<file path="config.mk">
export PLATFORM = sky130hd
export DESIGN_NAME = sorted_priority_queue
export DESIGN_NICKNAME = d
export VERILOG_FILES = /design/src/design/spq_pkg.sv /design/src/design/spq_ram.sv /design/src/design/sorted_priority_queue.sv
export SDC_FILE = /design/constraint.sdc
export NUM_CORES = 1
export LEC_CHECK = 0
export BUFFER_PORTS_ARGS = -buffer_cell sky130_fd_sc_hd__buf_2
export CAP_MARGIN = 5
export CORE_ASPECT_RATIO = 0.5
export CORE_UTILIZATION = 62
export CTS_BUF_LIST = sky130_fd_sc_hd__clkbuf_4 sky130_fd_sc_hd__clkbuf_8 sky130_fd_sc_hd__clkbuf_16
export DETAILED_ROUTE_END_ITERATION = 8
export PLACE_DENSITY = 0.85
export SLEW_MARGIN = 20
export SYNTH_ARGS = -nofsm -noshare
export SYNTH_HDL_FRONTEND = slang
export SYNTH_HIERARCHICAL = 1
export SYNTH_SLANG_ARGS = --single-unit
</file>
<file path="constraint.sdc">
create_clock -name clk -period 6.2 [get_ports clk]
set_input_delay 0.62 -clock clk [delete_from_list [all_inputs] [get_ports clk]]
set_output_delay 0.62 -clock clk [all_outputs]
set_load 0.005 [all_outputs]
</file>
<file path="src/design/spq_pkg.sv">
// ============================================================================
// spq_pkg
// Shared types, sizes and codes for the sorted priority queue.
// ============================================================================
package spq_pkg;

    localparam int DEPTH = 16;
    localparam int IDX_W = (DEPTH > 1) ? $clog2(DEPTH) : 1;
    localparam int CNT_W = $clog2(DEPTH + 1);

    localparam logic OP_ADD = 1'b0;
    localparam logic OP_POP = 1'b1;

    localparam logic [1:0] ST_OK    = 2'd0;
    localparam logic [1:0] ST_EMPTY = 2'd1;
    localparam logic [1:0] ST_FULL  = 2'd2;

    typedef struct packed {
        logic [15:0]        tag;
        logic signed [15:0] prio;
    } entry_t;

endpackage

</file>
<file path="src/design/spq_ram.sv">
// ============================================================================
// spq_ram
// Job entry store: one write port, one read port, registered read data.
// ============================================================================
module spq_ram (
    input  logic                      clk,
    input  logic                      we,
    input  logic [spq_pkg::IDX_W-1:0] waddr,
    input  spq_pkg::entry_t           wdata,
    input  logic                      re,
    input  logic [spq_pkg::IDX_W-1:0] raddr,
    output spq_pkg::entry_t           rdata
);
    import spq_pkg::*;

    entry_t mem [DEPTH];

    always_ff @(posedge clk)
    begin
        if (we)
        begin
            mem[waddr] <= wdata;
        end
    end

    always_ff @(posedge clk)
    begin
        if (re)
        begin
            rdata <= mem[raddr];
        end
    end

endmodule

</file>
<file path="src/design/sorted_priority_queue.sv">
// ============================================================================
// sorted_priority_queue
// Job priority queue kept in descending priority order, ties in arrival order.
// ============================================================================
// Pulse start while busy is low to hand over one item: op selects add or pop,
// job_tag and job_priority carry the job for an add. Every item gives exactly
// one result, shown on status, out_tag, out_priority and occupancy for one
// cycle while done is high; the receiver must take it in that cycle, as the
// block cannot be stalled. Jobs live in a single-port-read, single-port-write
// RAM used as a ring: the ring head is the highest-priority job. A pop reads
// the head and advances it; S_POP_OUT registers the head job as its result.
// An add walks from the tail toward the head, moving each strictly lower job
// back one slot per cycle through the shared comparator and RAM port pair,
// then drops the new job into the gap; a walk that reaches the head ends in
// S_ADD_FIN, which writes the new job there. A full add, an empty pop and an
// add into an empty queue finish at once: done rises the next cycle and busy
// never rises. Busy is high for the rest of any longer operation.
// ============================================================================
module sorted_priority_queue (
    input  logic               clk,
    input  logic               rst_n,
    input  logic               start,
    output logic               busy,
    input  logic               op,
    input  logic [15:0]        job_tag,
    input  logic signed [15:0] job_priority,
    output logic               done,
    output logic [1:0]         status,
    output logic [15:0]        out_tag,
    output logic signed [15:0] out_priority,
    output logic [4:0]         occupancy
);
    import spq_pkg::*;

    // Sequencer states
    localparam logic [1:0] S_IDLE    = 2'd0;
    localparam logic [1:0] S_ADD_CMP = 2'd1;
    localparam logic [1:0] S_ADD_FIN = 2'd2;
    localparam logic [1:0] S_POP_OUT = 2'd3;

    localparam int SUM_W = IDX_W + 2;

    // Map a queue position (0 = head) to a RAM address around the ring.
    function automatic logic [IDX_W-1:0] phys(input logic [IDX_W-1:0] base,
                                              input logic [CNT_W-1:0] k);
        logic [SUM_W-1:0] sum;
        sum = SUM_W'(base) + SUM_W'(k);
        if (sum >= SUM_W'(DEPTH))
        begin
            sum = sum - SUM_W'(DEPTH);
        end
        return sum[IDX_W-1:0];
    endfunction

    logic [1:0]       state_reg, state_next;
    logic [IDX_W-1:0] head_reg, head_next;
    logic [CNT_W-1:0] count_reg, count_next;
    logic [CNT_W-1:0] pos_reg, pos_next;
    entry_t           new_reg, new_next;

    logic               done_reg, done_next;
    logic [1:0]         status_reg, status_next;
    logic [15:0]        tag_out_reg, tag_out_next;
    logic signed [15:0] prio_out_reg, prio_out_next;
    logic [4:0]         occ_reg, occ_next;

    logic             ram_we;
    logic [IDX_W-1:0] ram_waddr;
    entry_t           ram_wdata;
    logic             ram_re;
    logic [IDX_W-1:0] ram_raddr;
    entry_t           ram_rdata;
    entry_t           in_entry;

    spq_ram u_ram (
        .clk   (clk),
        .we    (ram_we),
        .waddr (ram_waddr),
        .wdata (ram_wdata),
        .re    (ram_re),
        .raddr (ram_raddr),
        .rdata (ram_rdata)
    );

    assign in_entry.tag  = job_tag;
    assign in_entry.prio = job_priority;

    always_comb
    begin
        state_next    = state_reg;
        head_next     = head_reg;
        count_next    = count_reg;
        pos_next      = pos_reg;
        new_next      = new_reg;
        done_next     = 1'b0;
        status_next   = ST_OK;
        tag_out_next  = '0;
        prio_out_next = '0;
        ram_we        = 1'b0;
        ram_waddr     = '0;
        ram_wdata     = new_reg;
        ram_re        = 1'b0;
        ram_raddr     = '0;

        case (state_reg)
            S_IDLE:
            begin
                if (start)
                begin
                    new_next = in_entry;
                    if (op == OP_ADD)
                    begin
                        if (count_reg == CNT_W'(DEPTH))
                        begin
                            // Full: drop the job, report at once
                            done_next   = 1'b1;
                            status_next = ST_FULL;
                        end
                        else if (count_reg == '0)
                        begin
                            // Empty: the job becomes the head directly
                            ram_we     = 1'b1;
                            ram_waddr  = head_reg;
                            ram_wdata  = in_entry;
                            count_next = CNT_W'(1);
                            done_next  = 1'b1;
                        end
                        else
                        begin
                            // Start the walk at the tail
                            ram_re     = 1'b1;
                            ram_raddr  = phys(head_reg, count_reg - CNT_W'(1));
                            pos_next   = count_reg;
                            state_next = S_ADD_CMP;
                        end
                    end
                    else
                    begin
                        if (count_reg == '0)
                        begin
                            done_next   = 1'b1;
                            status_next = ST_EMPTY;
                        end
                        else
                        begin
                            ram_re     = 1'b1;
                            ram_raddr  = head_reg;
                            state_next = S_POP_OUT;
                        end
                    end
                end
            end

            S_ADD_CMP:
            begin
                // rdata holds the job just ahead of the gap at pos_reg
                ram_we    = 1'b1;
                ram_waddr = phys(head_reg, pos_reg);
                if (ram_rdata.prio < new_reg.prio)
                begin
                    // Move the lower job back one slot, advance the gap
                    ram_wdata = ram_rdata;
                    pos_next  = pos_reg - CNT_W'(1);
                    if (pos_reg == CNT_W'(1))
                    begin
                        state_next = S_ADD_FIN;
                    end
                    else
                    begin
                        ram_re    = 1'b1;
                        ram_raddr = phys(head_reg, pos_reg - CNT_W'(2));
                    end
                end
                else
                begin
                    // Stored job is at least as high: settle behind it
                    ram_wdata  = new_reg;
                    count_next = count_reg + CNT_W'(1);
                    done_next  = 1'b1;
                    state_next = S_IDLE;
                end
            end

            S_ADD_FIN:
            begin
                ram_we     = 1'b1;
                ram_waddr  = head_reg;
                ram_wdata  = new_reg;
                count_next = count_reg + CNT_W'(1);
                done_next  = 1'b1;
                state_next = S_IDLE;
            end

            S_POP_OUT:
            begin
                tag_out_next  = ram_rdata.tag;
                prio_out_next = ram_rdata.prio;
                head_next     = phys(head_reg, CNT_W'(1));
                count_next    = count_reg - CNT_W'(1);
                done_next     = 1'b1;
                state_next    = S_IDLE;
            end

            default:
            begin
                state_next = S_IDLE;
            end
        endcase

        occ_next = 5'(count_next);
    end

    // Control state
    always_ff @(posedge clk or negedge rst_n)
    begin
        if (!rst_n)
        begin
            state_reg <= S_IDLE;
            head_reg  <= '0;
            count_reg <= '0;
            done_reg  <= 1'b0;
        end
        else
        begin
            state_reg <= state_next;
            head_reg  <= head_next;
            count_reg <= count_next;
            done_reg  <= done_next;
        end
    end

    // Payload: hold the item under work and the result fields
    always_ff @(posedge clk)
    begin
        pos_reg      <= pos_next;
        new_reg      <= new_next;
        status_reg   <= status_next;
        tag_out_reg  <= tag_out_next;
        prio_out_reg <= prio_out_next;
        occ_reg      <= occ_next;
    end

    assign busy         = (state_reg != S_IDLE);
    assign done         = done_reg;
    assign status       = status_reg;
    assign out_tag      = tag_out_reg;
    assign out_priority = prio_out_reg;
    assign occupancy    = occ_reg;

endmodule
</file>
==> results.sh <==
export IMPL_use_met1=0.4192
export IMPL_die_height_um=144.1
export IMPL_rsz0062_at_grt="no"
export IMPL_io_buffers=76
export IMPL_gr_usage_all_layers=0.3181
export IMPL_grt_pass1_wl_um=93210
export IMPL_crit_cells=13
export IMPL_largest_reg_flops=512
export IMPL_ys_seq_area_frac=0.7400
export IMPL_use_met3=0.06735
export IMPL_die_width_um=286.2
export IMPL_leakagePower_nw=9.325
export IMPL_synth_edf_count=581
export IMPL_antenna_found_initial=0
export IMPL_slowest_delay_ps=780
export IMPL_arrival_ps=5520
export IMPL_cap_violations=0
export IMPL_wl_um=64600
export IMPL_cts_root_buf="clkbuf_16"
export IMPL_final_hold_viol_count=0
export IMPL_powerDensity_mw_per_mm2=545.3
export IMPL_syn_area_mm2=0.02504
export IMPL_crit_path_max_fanout=23
export IMPL_drtIter0Drc=2206
export IMPL_async_reset_ff_frac=0.01899
export IMPL_grt_max_degree=50
export IMPL_post_dp_hpwl_um=34500
export IMPL_routed_via_count=14210
export IMPL_numCtsBuffers=51
export IMPL_finalMaxSlewViolations=0
export IMPL_synthCells=1331
export IMPL_synthTopCellsByCount="edfxtp_1, mux4_2, nand2_1"
export IMPL_yosysTopAreaCellShare=0.6968
export IMPL_setup_tns_ps=0
export IMPL_clk_pin_slew_ps=70
export IMPL_worstMarginPinSlew_ps=1210
export IMPL_ir_drop_mv=0.3767
export IMPL_ant_nets=0
export IMPL_instances_no_fill=2020
export IMPL_required_ps=6550
export IMPL_synth_ff_type="edfxtp_1"
export IMPL_fin_area_mm2=0.02816
export IMPL_wl_per_cell_um=31.98
export IMPL_dpl_cell_area_mm2=0.02629
export IMPL_fin_crit_sh=0.8341
export IMPL_cts_num_sinks=632
export IMPL_cts_buffer_depth=3
export IMPL_status="complete, no violations"
export IMPL_grt_pass1_vias=14370
export IMPL_slew_headroom=0.1897
export IMPL_overflow=0
export IMPL_p_total_mw=15.36
export IMPL_clkLatencyLatePin_ps=610
export IMPL_end_kind="flop"
export IMPL_setup_ws_ps=1028
export IMPL_fmax_mhz=193.4
export IMPL_critPathLaunchType="flop"
export IMPL_fin_crit_ps=5172
export IMPL_cts_setup_buffers=0
export IMPL_core_mm2=0.03937
export IMPL_cp_cell_sequence="inv_1 -> ha_1 -> nand4_4 -> or2_4 -> o32a_4 -> a21oi_4 -> buf_4 -> o21ai_4 -> o22ai_4 -> buf_4 -> mux4_2 -> a22oi_1 -> nand2_1"
export IMPL_hold_path_class="in2reg"
export IMPL_via_per_inst=7.036
export IMPL_grt_busiest_layer="met2"
export IMPL_cts_tree="done"
export IMPL_initial_core_util=0.6360
export IMPL_post_place_ws_ps=1220
export IMPL_rrSetupSlack_ps=1030
export IMPL_ys_types=66
export IMPL_antennaDiodeCount=0
export IMPL_syn_avg_cell_area_um2=18.81
export IMPL_drive_above_1_share=0.2644
export IMPL_r2r_cells=13
export IMPL_synth_top_area_cell="edfxtp_1"
export IMPL_globalRouteMet2Util=0.5192
export IMPL_drc_errors=0
export IMPL_path_delay_family="compound AO/OA/AOI/OAI gates"
export IMPL_ys_warn_count=6
export IMPL_cpMaxStageDelayCell="o22ai_4"
export IMPL_pin_count=77
export IMPL_setup_viol=0
export IMPL_layout_nets=1521
export IMPL_placed_cells=1907
export IMPL_ys_seq_elements=632
export IMPL_synth_area_leaders="edfxtp_1, mux4_2, dfxtp_1"
export IMPL_place_gp_congestion=0.9039
export IMPL_worstHoldPathCells=1
export IMPL_htree_levels=2
export IMPL_critPathKind="reg2reg"
export IMPL_cp_common_cell="buf_4"
export IMPL_synthesis_nets=1405
export IMPL_row_count=51
export IMPL_fillers=2099
export IMPL_syn_to_final_growth_pct=12.48
export IMPL_finClkSkew_ps=32.84
export IMPL_die_area_mm2=0.04124
export IMPL_path_buf_inv=3
export IMPL_first_pass_iters=8
export IMPL_yosysMostFrequentCell="edfxtp_1"
[kinds of logic after synthesis]
| family | after synthesis | share of synthesized area |
|---|---|---|
| AO/OA/AOI/OAI | 198 | 0.05792 |
| XOR/XNOR | 16 | 0.005597 |
| adder cells (fa/ha/maj) | 38 | 0.01989 |
| buffers and inverters | 119 | 0.02109 |
| flip-flops | 632 | 0.7400 |
| multiplexers | 129 | 0.1155 |
| AND/OR/NAND/NOR | 199 | 0.04003 |
[final cells by class]
class	count	area [um2]	share of cell area
flip-flops and latches	632	18530	0.6579
repair buffers	132	883.3	0.03137
clock inverters	19	192.7	0.006842
well taps	530	663.1	0.02355
inverters	50	187.7	0.006664
clock buffers	77	1556	0.05527
multi-input cells	580	6152	0.2184
[what timing repair did]
item | CTS | global route
hold buffers | 1 | 0
hold endpoints to repair | 12 | 0
gates resized for setup | 0 | 0
endpoints found under the setup margin | 0 | 0
[per-stage QoR]
step | hold slack, ps | util
6_report | 209.2 | 0.7153
5_1_grt | 189.7 | 0.7153
4_1_cts | 199.1 | 0.7123
3_5_place_dp | 462.7 | 0.6676
3_3_place_gp | 459.2 | 0.6676
2_1_floorplan | 324.4 | -
[cell usage in the layout (no fill, tap or decap), types with 31 or more instances in the layout]
cell type | netlist | final
inv_1 | 50 | 50
buf_2 | 8 | 79
a22oi_1 | 71 | 71
mux4_2 | 128 | 128
o21ai_0 | 41 | 40
clkbuf_16 | 0 | 53
ha_1 | 35 | 34
buf_4 | 13 | 36
and2_1 | 35 | 35
dfxtp_1 | 39 | 39
o211ai_1 | 31 | 31
edfxtp_1 | 581 | 581
nand2_1 | 79 | 79
[report_power, final]
group,total (mW),switching (mW),internal (mW)
sequential,6.45,0.334,6.11
clock,3.38,1.51,1.88
combinational,5.53,3.46,2.06
total,15.4,5.30,10.1
[final timing paths]
kind,startpoint,end
max in group asynchronous,rst_n,head_reg[2]
min,job_priority[1],new_reg[1]
max,new_reg[15],u_ram/rdata[12]
max reg2reg,new_reg[15],u_ram/rdata[12]
min in group asynchronous,rst_n,state_reg[1]
min reg2reg,u_ram/rdata[25],out_tag[9]
[per-layer routing]
layer / vias up / routed length, um
met5: - / 0
met4: 0 / 2878
met3: 246 / 8454
met2: 1237 / 31140
met1: 7153 / 22120
li1: 5577 / -
Power figures use the tool's default switching activity.
